## config.mk

```make
export PLATFORM = sky130hd
export DESIGN_NAME = bsc_coef_regs
export DESIGN_NICKNAME = d
export VERILOG_FILES = /design/src/rtl/bsc_pkg.sv /design/src/rtl/bsc_coef_regs.sv
export SDC_FILE = /design/constraint.sdc
export NUM_CORES = 1
export LEC_CHECK = 0
export BUFFER_PORTS_ARGS = -buffer_cell sky130_fd_sc_hd__buf_2
export CORE_AREA = 2 2 87 89
export DETAILED_ROUTE_END_ITERATION = 12
export DIE_AREA = 0 0 89 91
export HOLD_SLACK_MARGIN = 0.03
export PLACE_DENSITY = 0.82
export SYNTH_ARGS = -nofsm -noshare
export SYNTH_HDL_FRONTEND = slang
export SYNTH_SLANG_ARGS = --single-unit
```

## constraint.sdc

```tcl
create_clock -name clock -period 3.4 [get_ports clock]
set_input_delay 0.34 -clock clock [delete_from_list [all_inputs] [get_ports clock]]
set_output_delay 0.34 -clock clock [all_outputs]
set_load 0.005 [all_outputs]
```

## src/rtl/bsc_pkg.sv

```systemverilog
// shared types, widths and constants for the barometric sensor compensation block
package bsc_pkg;

   // field widths
   localparam int RAW_W     = 24;
   localparam int COEF_W    = 16;
   localparam int TEMP_W    = 19;
   localparam int PRESS_W   = 32;
   localparam int CSR_IDX_W = 3;

   // shift amounts of the calibration formulae
   localparam int C5_SHIFT        = 8;
   localparam int TEMP_SHIFT      = 23;
   localparam int OFF_C2_SHIFT    = 17;
   localparam int OFF_DT_SHIFT    = 6;
   localparam int SENS_C1_SHIFT   = 16;
   localparam int SENS_DT_SHIFT   = 7;
   localparam int PRESS_MUL_SHIFT = 21;
   localparam int PRESS_OUT_SHIFT = 16;

   localparam int TEMP_BASE = 2000;
   localparam int TEMP_MIN  = -140000;
   localparam int TEMP_MAX  = 140000;

   // internal widths
   localparam int DT_W       = RAW_W + 1;
   localparam int PROD_W     = DT_W + COEF_W + 1;
   localparam int TEMP_SUM_W = TEMP_W + 1;
   localparam int OFF_W      = 37;
   localparam int SENS_W     = 36;
   localparam int SPLIT_W    = 18;
   localparam int PP_LO_W    = RAW_W + SPLIT_W;
   localparam int PP_HI_W    = RAW_W + 1 + SENS_W - SPLIT_W;
   localparam int FULL_W     = 62;
   localparam int QUOT_W     = FULL_W - PRESS_MUL_SHIFT;
   localparam int DIFF_W     = QUOT_W + 1;

   typedef enum logic [CSR_IDX_W-1:0] {
      COEF_C1 = 3'd0,
      COEF_C2 = 3'd1,
      COEF_C3 = 3'd2,
      COEF_C4 = 3'd3,
      COEF_C5 = 3'd4,
      COEF_C6 = 3'd5
   } coef_index_type;

   typedef struct packed {
      logic [COEF_W-1:0] c1;
      logic [COEF_W-1:0] c2;
      logic [COEF_W-1:0] c3;
      logic [COEF_W-1:0] c4;
      logic [COEF_W-1:0] c5;
      logic [COEF_W-1:0] c6;
   } coef_set_type;

   typedef struct packed {
      logic signed [TEMP_W-1:0] temp;
      logic signed [OFF_W-1:0]  off;
      logic signed [SENS_W-1:0] sens;
      logic [RAW_W-1:0]         raw_press;
   } calib_type;

endpackage

```

## src/rtl/bsc_coef_regs.sv

```systemverilog
// calibration coefficient register file with plain write port
module bsc_coef_regs (
   input  logic                              clock,
   input  logic                              reset,
   input  logic                              csr_we,
   input  logic [bsc_pkg::CSR_IDX_W-1:0]     csr_index,
   input  logic [bsc_pkg::COEF_W-1:0]        csr_wdata,
   output bsc_pkg::coef_set_type             coefs
);

   bsc_pkg::coef_set_type coef_ff;
   bsc_pkg::coef_set_type coef_in;

   always_comb begin
      coef_in = coef_ff;
      if (csr_we) begin
         case (csr_index)
            bsc_pkg::COEF_C1: coef_in.c1 = csr_wdata;
            bsc_pkg::COEF_C2: coef_in.c2 = csr_wdata;
            bsc_pkg::COEF_C3: coef_in.c3 = csr_wdata;
            bsc_pkg::COEF_C4: coef_in.c4 = csr_wdata;
            bsc_pkg::COEF_C5: coef_in.c5 = csr_wdata;
            bsc_pkg::COEF_C6: coef_in.c6 = csr_wdata;
            default: coef_in = coef_ff;
         endcase
      end
   end

   always_ff @(posedge clock) begin
      if (reset) begin
         coef_ff <= '0;
      end else begin
         coef_ff <= coef_in;
      end
   end

   assign coefs = coef_ff;

endmodule

```

==> results by group <==
STA
  • Slew headroom: 55.9%
  • Final Hold Viols: 0
  • Max Slew Vio Count: 0
  • Final Hold Slack: roughly 0.4 ns
  • Fin crit share: 39.9%
  • Tightest Pin Transition: 0.662 ns
  • Fmax: between 700 and 800 MHz
  • Unrepaired setup endpoints after global routing: no
  • Final TNS setup: 0 ns
  • Minimum clock period: 1.36 ns
  • Setup violations, final: 0
  • Clock Skew: 0 ns

CTS
  • Root Driver: clkbuf_8
  • # H-tree levels: 3
  • Clock sinks: 96
  • Post-CTS setup buffer count: 0
  • TritonCTS clock tree: built
  • CTS resizes: 0
  • Hold-fix buffers, CTS: 0
  • Largest buffer count on any clock path: 2
  • Worst-path clk slew: 0.09 ns
  • Num CTS Buffers: 9
  • Clk Latency, worst-skew pair: 0.35 ns

Setup path
  • Reg2Reg Depth: 2
  • Worst R2R End: coefs[24]
  • Largest stage delay on the critical path: 0.86 ns
  • Worst setup path endpoint: coefs[83]
  • Launch point of the worst path: csr_index[1]
  • CP endpoint kind: flip-flop
  • CP Class: in2reg
  • Worst reg-to-reg setup slack: 2.74 ns
  • CP Buf/Inv Count: 1
  • Slowest CP cell: or4b_1
  • CP required: about 3.6 ns
  • Arrival @ worst endpoint: approximately 1.6 ns
  • CP Cell Sequence: buf_2, or4b_1, mux2i_1
  • CP Max Fanout: 12
  • Startpoint Class: primary input
  • Worst r2r src: coefs[24]
  • Crit path max-delay family: simple AND/OR/NAND/NOR gates
  • Stages on the worst setup path: 3

Pwr
  • Total power: 2120 uW
  • Peak VDD IR: about 0.30 mV
  • Static Leak: 0.00250 uW
  • Power per cell area: 456 nW/um^2

Floorplanning
  • IO Count: 118
  • Die W: 89 um
  • Die Span Y: 91 um
  • Site Rows: 31
  • Core area: 7140 sq um
  • DIE AREA: 8100 sq um
  • Initial core utilization: 53.0%

Routing
  • Drt drc: 0
  • Routed WL per cell: roughly 15 um
  • Initial drt markers: roughly 100
  • Via Count: 2685
  • First-pass DRT Iterations: 4
  • Post-DRT Antenna Nets: 0
  • Post-Route WL: ~8.3 mm
  • Routed vias/inst: about 5

Global routing
  • Total congestion overflow: 0
  • Total Routing Usage GR: 21.4%
  • Initial antenna violation count: 0
  • Pin count of the biggest net entering global routing: roughly 110
  • First-pass GRT wire length: 13.3 mm
  • Vias in the first global route: 2580

Final layout
  • Multi-input gate area: 1750 sq um
  • Area delta synth->final: 23.0%
  • FILL cells: 620
  • Most frequent cells in the layout: buf_2, nand2b_1, mux2i_1, dfxtp_1, clkbuf_8
  • Fin cells: ~550
  • N_diodes: 0
  • Max reg flops: 96
  • Nets@finish: ~470
  • Commonest non-fill, non-tap cell in the layout: buf_2
  • Register Area: 1920 sq um
  • Share of layout cells above drive strength 1: between 30% and 40%

Placement
  • GP Congestion: between 0.8 and 0.9
  • HPWL Detailed: 5.97 mm
  • Placed cells: 533
  • Port bufs: about 120

Synthesis
  • Seq/Total Area, Yosys: roughly half
  • Synth top area share: 50.8%
  • Avg Cell Area, Syn: 11.3 sq um
  • Synthesized cell area: between 3000 and 4000 sq um
  • Cell taking the most area after synthesis: dfxtp_1
  • Distinct cells, synth: 11
  • Post-synth net total: 358
  • Mapped Cells: 336
  • YS warnings: 0
  • Area contributors post-synth: dfxtp_1, mux2i_1, nand2b_1
  • Flops & latches, synth: 96

Flow run
  • MaxCap Viol Count: 0

Min path
  • Min-delay worst type: in2reg
  • WHS Path Cells: 3

Status
  • Status: completed
==> metrics by stage <==
step	cell area (sq um)	utilization [%]	worst slack [ns]
floorplan	3780	-	2.04
global placement	4430	62.1	1.71
detailed placement	4430	62.1	1.67
CTS	4650	65.2	2.05
global route	4650	65.2	1.99
finish	4650	65.2	2.04
==> how the worst min path moves through the flow <==
stage / from / to / slack, ns
final: csr_index[2] / coefs[95] / 0.40
after global routing: csr_index[2] / coefs[95] / 0.42
after CTS: csr_index[2] / coefs[95] / 0.39
after detailed placement: coefs[75] / coefs[75] / 0.46
after global placement: coefs[68] / coefs[68] / 0.46
after floorplan: coefs[67] / coefs[67] / 0.46
==> worst register-to-register path, cell delays in order (launching register included) <==
cell      delay (ns)
dfxtp_1         0.38
nand2b_1        0.07
mux2i_1         0.14
==> Yosys cell counts (all sizes together) <==
cell type and count:
nand2b 112, dfxtp 96, mux2i 96, clkbuf 13, buf 11, nand4bb 3
nand4b 2, and4bb 1, nor4b 1, or4b 1
==> report_power, final <==
group / switching [uW] / internal (uW)
Clock: 373 / 433
Sequential: 12.7 / 1150
Combinational: 78.4 / 75.6
Total: 464 / 1660
==> layout make-up <==
type	count	share of cell area [%]
clock inverter	5	1.72
clock buffer	11	3.04
multi-input combinational	216	37.6
timing repair buffer	122	13.7
sequential	96	41.3
tap	99	2.66
==> cells by family (layout without fill, tap and decap cells) <==
group         count (synthesis)  after routing  synth area share [%]
simple gates                120            120                  20.9
flops                        96             96                  50.8
mux                          96             96                  25.4
buf+inv                      24            138                  2.91
==> routing by layer <==
layer  share of wire [%]  GRT usage (%)  wire, um
met1                  44           28.4      3700
met4                 2.9           10.2       241
met5                   0              0         0
met2                  47           32.9      3940
met3                 5.5           4.64       460
No activity file was read; power rests on OpenSTA's default activity.
