File: src/rtl/bsc_pkg.sv
// shared types, widths and constants for the barometric sensor compensation block
package bsc_pkg;

   // field widths
   localparam int RAW_W     = 24;
   localparam int COEF_W    = 16;
   localparam int TEMP_W    = 19;
   localparam int PRESS_W   = 32;
   localparam int CSR_IDX_W = 3;

   // shift amounts of the calibration formulae
   localparam int C5_SHIFT        = 8;
   localparam int TEMP_SHIFT      = 23;
   localparam int OFF_C2_SHIFT    = 17;
   localparam int OFF_DT_SHIFT    = 6;
   localparam int SENS_C1_SHIFT   = 16;
   localparam int SENS_DT_SHIFT   = 7;
   localparam int PRESS_MUL_SHIFT = 21;
   localparam int PRESS_OUT_SHIFT = 16;

   localparam int TEMP_BASE = 2000;
   localparam int TEMP_MIN  = -140000;
   localparam int TEMP_MAX  = 140000;

   // internal widths
   localparam int DT_W       = RAW_W + 1;
   localparam int PROD_W     = DT_W + COEF_W + 1;
   localparam int TEMP_SUM_W = TEMP_W + 1;
   localparam int OFF_W      = 37;
   localparam int SENS_W     = 36;
   localparam int SPLIT_W    = 18;
   localparam int PP_LO_W    = RAW_W + SPLIT_W;
   localparam int PP_HI_W    = RAW_W + 1 + SENS_W - SPLIT_W;
   localparam int FULL_W     = 62;
   localparam int QUOT_W     = FULL_W - PRESS_MUL_SHIFT;
   localparam int DIFF_W     = QUOT_W + 1;

   typedef enum logic [CSR_IDX_W-1:0] {
      COEF_C1 = 3'd0,
      COEF_C2 = 3'd1,
      COEF_C3 = 3'd2,
      COEF_C4 = 3'd3,
      COEF_C5 = 3'd4,
      COEF_C6 = 3'd5
   } coef_index_type;

   typedef struct packed {
      logic [COEF_W-1:0] c1;
      logic [COEF_W-1:0] c2;
      logic [COEF_W-1:0] c3;
      logic [COEF_W-1:0] c4;
      logic [COEF_W-1:0] c5;
      logic [COEF_W-1:0] c6;
   } coef_set_type;

   typedef struct packed {
      logic signed [TEMP_W-1:0] temp;
      logic signed [OFF_W-1:0]  off;
      logic signed [SENS_W-1:0] sens;
      logic [RAW_W-1:0]         raw_press;
   } calib_type;

endpackage

File: src/rtl/bsc_press.sv
// stages four to six: split pressure product, recombine and shift, subtract offset
module bsc_press (
   input  logic                                 clock,
   input  logic                                 reset,
   input  logic                                 in_valid,
   input  bsc_pkg::calib_type                   in_data,
   output logic                                 out_valid,
   output logic signed [bsc_pkg::TEMP_W-1:0]    temp_centi,
   output logic signed [bsc_pkg::PRESS_W-1:0]   press_centi
);

   // stage four
   logic                                v4_ff;
   logic [bsc_pkg::PP_LO_W-1:0]         pp_lo_ff, pp_lo_in;
   logic signed [bsc_pkg::PP_HI_W-1:0]  pp_hi_ff, pp_hi_in;
   logic signed [bsc_pkg::OFF_W-1:0]    off4_ff;
   logic signed [bsc_pkg::TEMP_W-1:0]   temp4_ff;
   // stage five
   logic                                v5_ff;
   logic signed [bsc_pkg::QUOT_W-1:0]   quot_ff, quot_in;
   logic signed [bsc_pkg::OFF_W-1:0]    off5_ff;
   logic signed [bsc_pkg::TEMP_W-1:0]   temp5_ff;
   logic [bsc_pkg::FULL_W-1:0]          full;
   // stage six
   logic                                v6_ff;
   logic signed [bsc_pkg::PRESS_W-1:0]  press_ff, press_in;
   logic signed [bsc_pkg::TEMP_W-1:0]   temp6_ff;
   logic signed [bsc_pkg::DIFF_W-1:0]   diff;

   // raw_p * sens as two 24 x 18 partial products
   always_comb begin
      pp_lo_in = bsc_pkg::PP_LO_W'(in_data.raw_press)
               * bsc_pkg::PP_LO_W'(in_data.sens[bsc_pkg::SPLIT_W-1:0]);
      pp_hi_in = bsc_pkg::PP_HI_W'($signed({1'b0, in_data.raw_press}))
               * bsc_pkg::PP_HI_W'($signed(in_data.sens[bsc_pkg::SENS_W-1:bsc_pkg::SPLIT_W]));
   end

   always_comb begin
      full    = (bsc_pkg::FULL_W'(pp_hi_ff) << bsc_pkg::SPLIT_W)
              + bsc_pkg::FULL_W'(pp_lo_ff);
      quot_in = $signed(full[bsc_pkg::FULL_W-1:bsc_pkg::PRESS_MUL_SHIFT]);
   end

   // the shifted difference is 26 bits wide, so the 32-bit clamp reduces to sign extension
   always_comb begin
      diff     = bsc_pkg::DIFF_W'(quot_ff) - bsc_pkg::DIFF_W'(off5_ff);
      press_in = bsc_pkg::PRESS_W'($signed(diff[bsc_pkg::DIFF_W-1:bsc_pkg::PRESS_OUT_SHIFT]));
   end

   always_ff @(posedge clock) begin
      if (reset) begin
         v4_ff <= 1'b0;
         v5_ff <= 1'b0;
         v6_ff <= 1'b0;
      end else begin
         v4_ff <= in_valid;
         v5_ff <= v4_ff;
         v6_ff <= v5_ff;
      end
   end

   always_ff @(posedge clock) begin
      pp_lo_ff <= pp_lo_in;
      pp_hi_ff <= pp_hi_in;
      off4_ff  <= in_data.off;
      temp4_ff <= in_data.temp;
      quot_ff  <= quot_in;
      off5_ff  <= off4_ff;
      temp5_ff <= temp4_ff;
      press_ff <= press_in;
      temp6_ff <= temp5_ff;
   end

   assign out_valid   = v6_ff;
   assign temp_centi  = temp6_ff;
   assign press_centi = press_ff;

endmodule
File: config.mk
export PLATFORM = sky130hd
export DESIGN_NAME = bsc_press
export DESIGN_NICKNAME = d
export VERILOG_FILES = /design/src/rtl/bsc_pkg.sv /design/src/rtl/bsc_press.sv
export SDC_FILE = /design/constraint.sdc
export NUM_CORES = 2
export LEC_CHECK = 0
export BUFFER_PORTS_ARGS = -buffer_cell sky130_fd_sc_hd__buf_2
export CORE_MARGIN = 1
export CORE_UTILIZATION = 50
export DETAILED_ROUTE_END_ITERATION = 8
export GPL_TIMING_DRIVEN = 0
export MAX_ROUTING_LAYER = met4
export PLACE_DENSITY = 0.63
export SYNTH_ARGS = -nofsm -noshare
export SYNTH_HDL_FRONTEND = slang
export SYNTH_SLANG_ARGS = --single-unit
File: constraint.sdc
create_clock -name clock -period 16.45 [get_ports clock]
set_clock_uncertainty 0.1 [all_clocks]
set_input_delay 0 -clock clock [delete_from_list [all_inputs] [get_ports clock]]
set_output_delay 0 -clock clock [all_outputs]
set_load 0.02 [all_outputs]
==> out/metrics.cfg <==
[place]
io_buffers=149
routabilityCongestion=0.971
hpwl_um=85900

[synth]
synth_edf_count=0
yosysWarnings=0
synth-main-ff-cell=dfxtp_1
yosysSeqAreaShare_pct=14.9
ys_types=60
syn_area_per_cell_um2=9.15
syn-num-nets=5072
synth_seq_cells=268
async_reset_ff_share_pct=0
synthCells=3930
synth_area_mm2=0.0360

[flow_run]
max_cap_violations=0

[sta]
hold_violations=0
relSlewSlack_pct=18.9
rsz0062_at_grt=false
maxSlewViolCount=0
worst_slew_pin_slew_ns=1.22
fin_setup_tns_ns=0
finalSetupViolCount=0
fin_crit_ns=7.29
fin_crit_sh_pct=44.3
fmax_mhz=137

[min_path]
hold_path.class=input pin to flip-flop
holdCritStartpoint=in_data[77]

[floorplan]
start_util_pct=50.9
num_io_pins=171
row_count=97
die_area_mm2=0.0730
fp.dieH_um=270
die_width_um=270
core_area_mm2=0.0706

[setup_path]
crit_type=input pin to flip-flop
critPathMaxStageDelay_ns=0.85
crit_end=pp_lo_ff[41]
r2r_cells=11
end_kind=flip-flop
setup.worst_path.start_class=input pin
crit_start=in_data[15]
cp_cell_sequence=clkbuf_1, clkbuf_1, nand2_1, fa_1, fa_1, fa_1, inv_1, fa_1, fa_1, inv_1, fa_1, inv_1, ha_1, and3_1, and4_1, a31oi_1, a31oi_1, a21oi_1, o2111ai_1, a21o_1, a21oi_1, xnor2_1
r2r_slack_ns=13.36
r2r-start=off5_ff[2]
cp_slowest_cell=clkbuf_1
r2r_end=press_centi[24]
cp.required_ns=16.74
arrival_ns=7.57
critPathMaxFanout=10
path_common_cell=fa_1

[grt]
grt_pass1_vias=27700
grt.overflow.total=0
grt_max_degree=16
grt_pass1_wl_um=162000
grt_usage_pct=30.2
antenna_found_initial=13

[clock_network]
clock-root-buffer=clkbuf_16
clock_path_buffers=3
h-tree-depth=1
clk_pin_slew_worst_paths_ns=0.06
cts_buffers=26
cts_tree=yes
clock_latency_ns=0.55
clock_sinks=268

[drt]
drc=0
drt_iter0_drc=1855
wire_per_inst_um=20.0
wirelength_um=104000
drt_pass1_iterations=6
drtAntennaViolNets=0
dr_total_vias=26800
vias_per_cell=5.16

[final_layout]
fin_nets=5364
drive_gt1_share_pct=5.12
area_delta_synth_final_pct=11.3

[run_status]
status=finished clean

## area by class of cell
type | instances | area, µm²
diodes | 9 | 22.5
plain buffers | 177 | 687
clock buffers | 32 | 723
clock inverters | 15 | 231
fillers | 6487 | 30600
inverters | 927 | 3480
multi-input cells | 2558 | 26400
flip-flops and latches | 268 | 5370
well taps | 940 | 1180
repair buffers | 264 | 1900
## cells by family after synthesis
group                      share of synthesized area [%]
DFF                                                 14.9
adders and majority gates                           50.2
buffers and inverters                               11.6
and+or+nand+nor                                     14.7
xor gates and xnor gates                            2.99
AOI/OAI and AO/OA                                   5.61
## placed cells by master (no fill, tap or decap), types with 26 or more instances in the layout
master,netlist,routed
a21o_1,53,53
a21oi_1,106,106
and2_1,328,328
buf_2,0,149
clkbuf_1,167,168
clkbuf_16,0,26
dfxtp_1,268,268
dlygate4sd3_1,0,115
fa_1,702,702
ha_1,321,321
inv_1,927,927
nand2_1,582,582
nor2_1,65,65
o21ai_0,43,43
xnor2_1,79,79
xor2_1,44,44
## sequential cells by signal, indices dropped and copies added (netlist names)
signal       flops
temp4_ff        19
off5_ff         37
temp5_ff        19
press_centi     26
off4_ff         37
pp_lo_ff        24
quot_ff         41
v5_ff            1
out_valid        1
temp_centi      19
pp_hi_ff        43
v4_ff            1
## through the flow
step	worst slack (ns)	instance area (µm²)	cells	hold slack (ns)	util [%]
after floorplan	10.63	36000	3930	-0.0723	-
after global placement	8.83	37900	5019	0.00252	53.7
after global routing	8.99	40000	5189	0.00404	56.7
after CTS	9.22	40000	5181	0.00101	56.6
final	9.16	40000	5190	0.0239	56.7
after detailed placement	8.64	37900	5019	0.00357	53.7
## synthesized netlist by cell type (20+ instances only)
cell,n,area [µm²]
inv_1,927,3480
fa_1,702,14100
nand2_1,582,2180
and2_1,328,2050
ha_1,321,4020
dfxtp_1,268,5370
clkbuf_1,167,627
a21oi_1,106,531
xnor2_1,79,692
nor2_1,65,244
a21o_1,53,398
xor2_1,44,385
o21ai_0,43,215
nand3_1,24,120
nor3_1,20,100
## worst min-delay path by stage
stage,to,cells past startpoint
after CTS,off4_ff[17],2
after global placement,temp4_ff[9],1
after floorplan,off4_ff[0],0
after detailed placement,temp4_ff[14],1
after global routing,off4_ff[23],2
final,off4_ff[17],2
## worst max-delay path, delay by kind of cell
kind,cells,cell delay [ns]
AOI/OAI and AO/OA,6,1.68
xor gates and xnor gates,1,0.29
adders and majority gates,7,3.44
buffers and inverters,5,1.50
and+or+nand+nor,3,0.63
## per-layer routing
| layer | track usage, % | share of wire [%] | up-vias |
|---|---|---|---|
| met5 | - | 0 | - |
| met4 | 8.59 | 3.0 | 0 |
| met2 | 44.8 | 43 | 1087 |
| met3 | 6.67 | 9.7 | 162 |
| met1 | 41.5 | 44 | 13300 |
| li1 | - | - | 12200 |
## timing repair
item / in CTS / in global routing
setup endpoints to repair: 0 / 0
resized for setup: 0 / 0
hold buffers: 115 / 0
hold endpoints to repair: 61 / 0
buffers inserted: 0 / 0
Power is left out: the tool's default activity adds up to more than one toggle a clock period on the data nets, which glitch-free logic cannot reach.
