<file path="src/rtl/bsc_pkg.sv">
// shared types, widths and constants for the barometric sensor compensation block
package bsc_pkg;

   // field widths
   localparam int RAW_W     = 24;
   localparam int COEF_W    = 16;
   localparam int TEMP_W    = 19;
   localparam int PRESS_W   = 32;
   localparam int CSR_IDX_W = 3;

   // shift amounts of the calibration formulae
   localparam int C5_SHIFT        = 8;
   localparam int TEMP_SHIFT      = 23;
   localparam int OFF_C2_SHIFT    = 17;
   localparam int OFF_DT_SHIFT    = 6;
   localparam int SENS_C1_SHIFT   = 16;
   localparam int SENS_DT_SHIFT   = 7;
   localparam int PRESS_MUL_SHIFT = 21;
   localparam int PRESS_OUT_SHIFT = 16;

   localparam int TEMP_BASE = 2000;
   localparam int TEMP_MIN  = -140000;
   localparam int TEMP_MAX  = 140000;

   // internal widths
   localparam int DT_W       = RAW_W + 1;
   localparam int PROD_W     = DT_W + COEF_W + 1;
   localparam int TEMP_SUM_W = TEMP_W + 1;
   localparam int OFF_W      = 37;
   localparam int SENS_W     = 36;
   localparam int SPLIT_W    = 18;
   localparam int PP_LO_W    = RAW_W + SPLIT_W;
   localparam int PP_HI_W    = RAW_W + 1 + SENS_W - SPLIT_W;
   localparam int FULL_W     = 62;
   localparam int QUOT_W     = FULL_W - PRESS_MUL_SHIFT;
   localparam int DIFF_W     = QUOT_W + 1;

   typedef enum logic [CSR_IDX_W-1:0] {
      COEF_C1 = 3'd0,
      COEF_C2 = 3'd1,
      COEF_C3 = 3'd2,
      COEF_C4 = 3'd3,
      COEF_C5 = 3'd4,
      COEF_C6 = 3'd5
   } coef_index_type;

   typedef struct packed {
      logic [COEF_W-1:0] c1;
      logic [COEF_W-1:0] c2;
      logic [COEF_W-1:0] c3;
      logic [COEF_W-1:0] c4;
      logic [COEF_W-1:0] c5;
      logic [COEF_W-1:0] c6;
   } coef_set_type;

   typedef struct packed {
      logic signed [TEMP_W-1:0] temp;
      logic signed [OFF_W-1:0]  off;
      logic signed [SENS_W-1:0] sens;
      logic [RAW_W-1:0]         raw_press;
   } calib_type;

endpackage

</file>
<file path="src/rtl/bsc_calib.sv">
// stages one to three: dT, the three coefficient products, temp/off/sens
module bsc_calib (
   input  logic                          clock,
   input  logic                          reset,
   input  logic                          in_valid,
   input  logic [bsc_pkg::RAW_W-1:0]     raw_temp,
   input  logic [bsc_pkg::RAW_W-1:0]     raw_press,
   input  bsc_pkg::coef_set_type         coefs,
   output logic                          out_valid,
   output bsc_pkg::calib_type            out_data
);

   // stage one
   logic                               v1_ff;
   logic signed [bsc_pkg::DT_W-1:0]    dt_ff, dt_in;
   logic [bsc_pkg::RAW_W-1:0]          rp1_ff;
   // stage two
   logic                               v2_ff;
   logic signed [bsc_pkg::PROD_W-1:0]  prod_t_ff, prod_t_in;
   logic signed [bsc_pkg::PROD_W-1:0]  prod_o_ff, prod_o_in;
   logic signed [bsc_pkg::PROD_W-1:0]  prod_s_ff, prod_s_in;
   logic [bsc_pkg::RAW_W-1:0]          rp2_ff;
   // stage three
   logic                               v3_ff;
   bsc_pkg::calib_type                 res_ff, res_in;
   logic signed [bsc_pkg::TEMP_SUM_W-1:0] temp_sum;

   // dT = raw_t - c5 * 2^8
   always_comb begin
      dt_in = $signed({1'b0, raw_temp})
            - $signed({1'b0, coefs.c5, {bsc_pkg::C5_SHIFT{1'b0}}});
   end

   always_comb begin
      prod_t_in = bsc_pkg::PROD_W'(dt_ff) * bsc_pkg::PROD_W'($signed({1'b0, coefs.c6}));
      prod_o_in = bsc_pkg::PROD_W'(dt_ff) * bsc_pkg::PROD_W'($signed({1'b0, coefs.c4}));
      prod_s_in = bsc_pkg::PROD_W'(dt_ff) * bsc_pkg::PROD_W'($signed({1'b0, coefs.c3}));
   end

   always_comb begin
      temp_sum = bsc_pkg::TEMP_SUM_W'(
                    $signed(prod_t_ff[bsc_pkg::PROD_W-1:bsc_pkg::TEMP_SHIFT]))
               + bsc_pkg::TEMP_SUM_W'(bsc_pkg::TEMP_BASE);
      if (temp_sum > bsc_pkg::TEMP_SUM_W'(bsc_pkg::TEMP_MAX)) begin
         res_in.temp = bsc_pkg::TEMP_W'(bsc_pkg::TEMP_MAX);
      end else if (temp_sum < bsc_pkg::TEMP_SUM_W'(bsc_pkg::TEMP_MIN)) begin
         res_in.temp = bsc_pkg::TEMP_W'(bsc_pkg::TEMP_MIN);
      end else begin
         res_in.temp = temp_sum[bsc_pkg::TEMP_W-1:0];
      end
      res_in.off =
         $signed({{(bsc_pkg::OFF_W - bsc_pkg::COEF_W - bsc_pkg::OFF_C2_SHIFT){1'b0}},
                  coefs.c2, {bsc_pkg::OFF_C2_SHIFT{1'b0}}})
         + bsc_pkg::OFF_W'($signed(prod_o_ff[bsc_pkg::PROD_W-1:bsc_pkg::OFF_DT_SHIFT]));
      res_in.sens =
         $signed({{(bsc_pkg::SENS_W - bsc_pkg::COEF_W - bsc_pkg::SENS_C1_SHIFT){1'b0}},
                  coefs.c1, {bsc_pkg::SENS_C1_SHIFT{1'b0}}})
         + bsc_pkg::SENS_W'($signed(prod_s_ff[bsc_pkg::PROD_W-1:bsc_pkg::SENS_DT_SHIFT]));
      res_in.raw_press = rp2_ff;
   end

   always_ff @(posedge clock) begin
      if (reset) begin
         v1_ff <= 1'b0;
         v2_ff <= 1'b0;
         v3_ff <= 1'b0;
      end else begin
         v1_ff <= in_valid;
         v2_ff <= v1_ff;
         v3_ff <= v2_ff;
      end
   end

   always_ff @(posedge clock) begin
      dt_ff     <= dt_in;
      rp1_ff    <= raw_press;
      prod_t_ff <= prod_t_in;
      prod_o_ff <= prod_o_in;
      prod_s_ff <= prod_s_in;
      rp2_ff    <= rp1_ff;
      res_ff    <= res_in;
   end

   assign out_valid = v3_ff;
   assign out_data  = res_ff;

endmodule

</file>
<file path="config.mk">
export PLATFORM = sky130hd
export DESIGN_NAME = bsc_calib
export DESIGN_NICKNAME = d
export VERILOG_FILES = /design/src/rtl/bsc_pkg.sv /design/src/rtl/bsc_calib.sv
export SDC_FILE = /design/constraint.sdc
export NUM_CORES = 2
export LEC_CHECK = 0
export BUFFER_PORTS_ARGS = -buffer_cell sky130_fd_sc_hd__buf_2
export CAP_MARGIN = 40
export CORE_ASPECT_RATIO = 1.75
export CORE_MARGIN = 2
export CORE_UTILIZATION = 40
export DETAILED_ROUTE_END_ITERATION = 7
export SYNTH_ARGS = -nofsm -noshare
export SYNTH_HDL_FRONTEND = slang
export SYNTH_SLANG_ARGS = --single-unit
</file>
<file path="constraint.sdc">
create_clock -name clock -period 7.9 [get_ports clock]
set_input_delay 0.395 -clock clock [delete_from_list [all_inputs] [get_ports clock]]
set_output_delay 0.395 -clock clock [all_outputs]
set_load 0.05 [all_outputs]
</file>
==> summary.txt <==
Logic synthesis
  • EDFF count, synth: 0
  • Syn_nets: slightly above 7000
  • Dominant cells by area after synthesis: fa_1 (47%), dfxtp_1 (11%), inv_1 (11%), ha_1 (8.8%), and2_1 (5.9%)
  • Synth cell types: 63
  • Seq/Total Area, Yosys: 11.2%
  • Mapped Cells: 5437
  • Flops & latches, synth: approximately 280
  • Mapped Avg Cell Area: 9.25 sq um
  • Top-area cell type share of the netlist area: between 40% and 50%
  • Mapped Area: approximately 50000 sq um
  • Synth area leader: fa_1
  • Ys Warns: 0
  • Top_reg_cell synth: dfxtp_1
  • Async set-reset flop share out of synthesis: 0%

Timing
  • Slew headroom: 47.6%
  • Hold Vio Cnt, Final: 0
  • Final setup viols: 0
  • Least-Margin Pin Slew: ~0.78 ns
  • Final worst setup slack: 0.806 ns
  • Count of pins over their slew limit: 0
  • Setup_tns: 0 ns
  • Final period util: 89.8%
  • Clk_skew: 0.0371 ns
  • Post-layout min period: between 7 and 8 ns
  • Max Fclk: 141 MHz
  • RSZ-0062 raised after global routing: false

Critical path
  • Crit path launch type: register
  • Crit-path max FO: 22
  • R2r endpoint: prod_o_ff[35]
  • R2R Setup Slk: 0.81 ns
  • CP endpoint kind: register
  • Worst Path Required: 8.39 ns
  • Crit Path Class: register to register
  • Max incr delay on CP: roughly 0.65 ns
  • CP most frequent cell: fa_1
  • Worst R2R Start: dt_ff[10]
  • CP max-delay cell: dfxtp_2
  • Reg2reg path depth: 21
  • Worst endpoint data arrival time: approximately 7.6 ns
  • Critical Path, Cell by Cell: buf_4 > nand2_1 > fa_1 > inv_1 > fa_1 > fa_1 > fa_1 > fa_1 > inv_1 > fa_1 > inv_1 > ha_1 > nand3_1 > nor4_1 > a32o_1 > a2111oi_4 > o31ai_1 > a21oi_1 > o31ai_1 > nor2_1 > xnor2_1

Global routing
  • GR peak layer: met2
  • Total grt overflow: 0
  • Initial antenna violation count: 14
  • Largest net degree at the start of global routing: 39
  • Met3 usage in global routing: 2.19%
  • Vias in the first global route: 40800
  • Met1 Use GR: between 20 and 25%
  • GRT Util Overall: approximately a fifth
  • GRT met2 Usage: 40.8%
  • First-pass GRT wire length: 210 mm

Hold path
  • Hold EP: out_data[40]
  • Worst Hold Launch: coefs[80]
  • Hold path cells: 2
  • HP Class: input pin to register

Die
  • Die width: 272 um
  • Initial Util: 40.2%
  • Row count: 172
  • Core Region: 125000 sq um
  • Die Ht: 473 um
  • Die area: 129000 sq um
  • Boundary Pins: 264

Detailed routing
  • Routed length per instance: 17.7 um
  • Number of routed nets with antenna violations: 0
  • Starting DRT DRC Count: roughly 1500
  • Pre-antenna DRT Iters: 6
  • Drt total wl: 129 mm
  • Via count: 35700
  • # DRC: 0
  • Vias per inst: 4.91

Layout
  • Area of the multi-input gates: 38300 sq um
  • Filler cell count: 12300
  • Final #Nets: 7260
  • Synthesis-to-layout area growth: 8.97%
  • Sequential cell area: between 5000 and 6000 sq um
  • Ratio of cells with drive above 1 in the final layout: 7.25%
  • Final Util: 43.8%

Placement
  • Routability-driven placement congestion ratio: 0.868
  • Dpl hpwl: 106 mm
  • Place WS: 0.813 ns
  • Port bufs: 263

Clock tree
  • Clk Tree Root Cell: clkbuf_16
  • Clk Latency, worst-skew pair: 0.60 ns
  • CTS max path bufs: 3
  • # H-tree levels: 2
  • Num Clock Sinks: 282
  • Worst-path clk slew: 0.06 ns
  • CTS Buf Count: 34
  • CTS tree: yes
  • CTS resizes: 0

Run
  • Max-cap check violation count: 0

Outcome
  • Status: finished, final reports clean
==> worst max-delay path, delay by kind of cell (launching register included) <==
kind | cells | cell delay (ns)
AO/OA/AOI/OAI | 5 | 1.34
XOR/XNOR | 1 | 0.13
adder cells (fa/ha/maj) | 7 | 3.36
buffers and inverters | 4 | 0.52
flip-flops | 1 | 0.65
AND/OR/NAND/NOR | 4 | 0.95
==> worst max-delay path by stage <==
stage	start	endpoint	slack, ns	cells past startpoint
floorplan	coefs[34]	prod_o_ff[38]	1.40	23
CTS	dt_ff[10]	prod_s_ff[33]	0.74	21
finish	dt_ff[10]	prod_o_ff[35]	0.81	21
global route	dt_ff[10]	prod_o_ff[35]	0.35	21
detailed placement	dt_ff[5]	prod_s_ff[33]	0.81	23
global placement	dt_ff[5]	prod_s_ff[35]	0.88	23
==> cells in the mapped netlist (4+ instances only) <==
cell type	count
nand2_1	775
a21o_1	39
a211oi_1	15
a21boi_1	5
nand4_1	9
o21ai_0	20
or3_1	8
and2_1	474
o21a_1	28
o31ai_1	7
nand3_1	33
nor3_1	25
xnor2_1	109
nor4_1	5
ha_1	353
a41o_1	5
nor2_1	89
a31oi_1	9
nor2b_1	19
a21oi_1	98
a2111oi_0	4
fa_1	1170
inv_1	1449
dfxtp_1	282
o21ai_1	24
nand2b_1	8
o21bai_1	10
and3_1	19
nor3b_1	4
xor2_1	43
clkbuf_1	239
o2111ai_1	5
o211ai_1	9
==> cells in the final DEF, fill, tap and decap left out, types with 25 or more instances in the layout <==
cell type / netlist / final
o21a_1: 28 / 28
fa_1: 1170 / 1170
a21oi_1: 98 / 98
dfxtp_1: 282 / 261
buf_2: 0 / 263
inv_1: 1449 / 1449
buf_4: 0 / 50
xnor2_1: 109 / 109
nand2_1: 775 / 775
a21o_1: 39 / 39
nor2_1: 89 / 89
xor2_1: 43 / 43
clkbuf_16: 0 / 34
nand3_1: 33 / 33
and2_1: 474 / 474
dlygate4sd3_1: 0 / 35
ha_1: 353 / 353
nor3_1: 25 / 25
==> final cells by class <==
cell class	count	area share, %
antenna	6	0.0274
sequential	282	10.4
tap	1653	3.77
clock inverter	19	0.365
multi-input combinational	3466	69.9
inverter	1450	9.93
clock buffer	41	1.64
timing repair buffer	356	4.02
==> sequential cells by signal, indices dropped and copies added, names as in the netlist <==
| name | cells |
|---|---|
| dt_ff | 25 |
| out_data | 116 |
| out_valid | 1 |
| prod_o_ff | 36 |
| prod_s_ff | 35 |
| prod_t_ff | 19 |
| rp1_ff | 24 |
| rp2_ff | 24 |
| v1_ff | 1 |
| v2_ff | 1 |
==> metrics by stage <==
step                instances  hold slack (ns)  instance area [sq um]
floorplan                5437            0.310                  50300
global placement         7172            0.310                  53300
detailed placement       7172            0.312                  53300
CTS                      7267           0.0278                  54800
global route             7268           0.0529                  54800
finish                   7273           0.0603                  54800
==> what timing repair did <==
action,CTS,global route
hold buffers,35,0
endpoints found under the hold margin,36,0
setup buffers,0,0
==> kinds of logic (layout without fill, tap and decap cells) <==
family,count (synthesis),count (layout),synth area share [%]
AO/OA/AOI/OAI,309,309,4.10
XOR/XNOR,152,152,2.65
adder cells (fa/ha/maj),1523,1523,55.4
buffers and inverters,1689,1866,12.6
flip-flops,282,282,11.2
other,0,6,0
AND/OR/NAND/NOR,1482,1482,14.0
==> routing by layer <==
layer	part of all wire [%]	routed length, um
met5	0.064	82
met4	6.3	8140
met3	3.8	4850
met2	55	71500
met1	35	44500
Power is left out: the tool's default activity adds up to more than one toggle a clock period on the data nets, which glitch-free logic cannot reach.
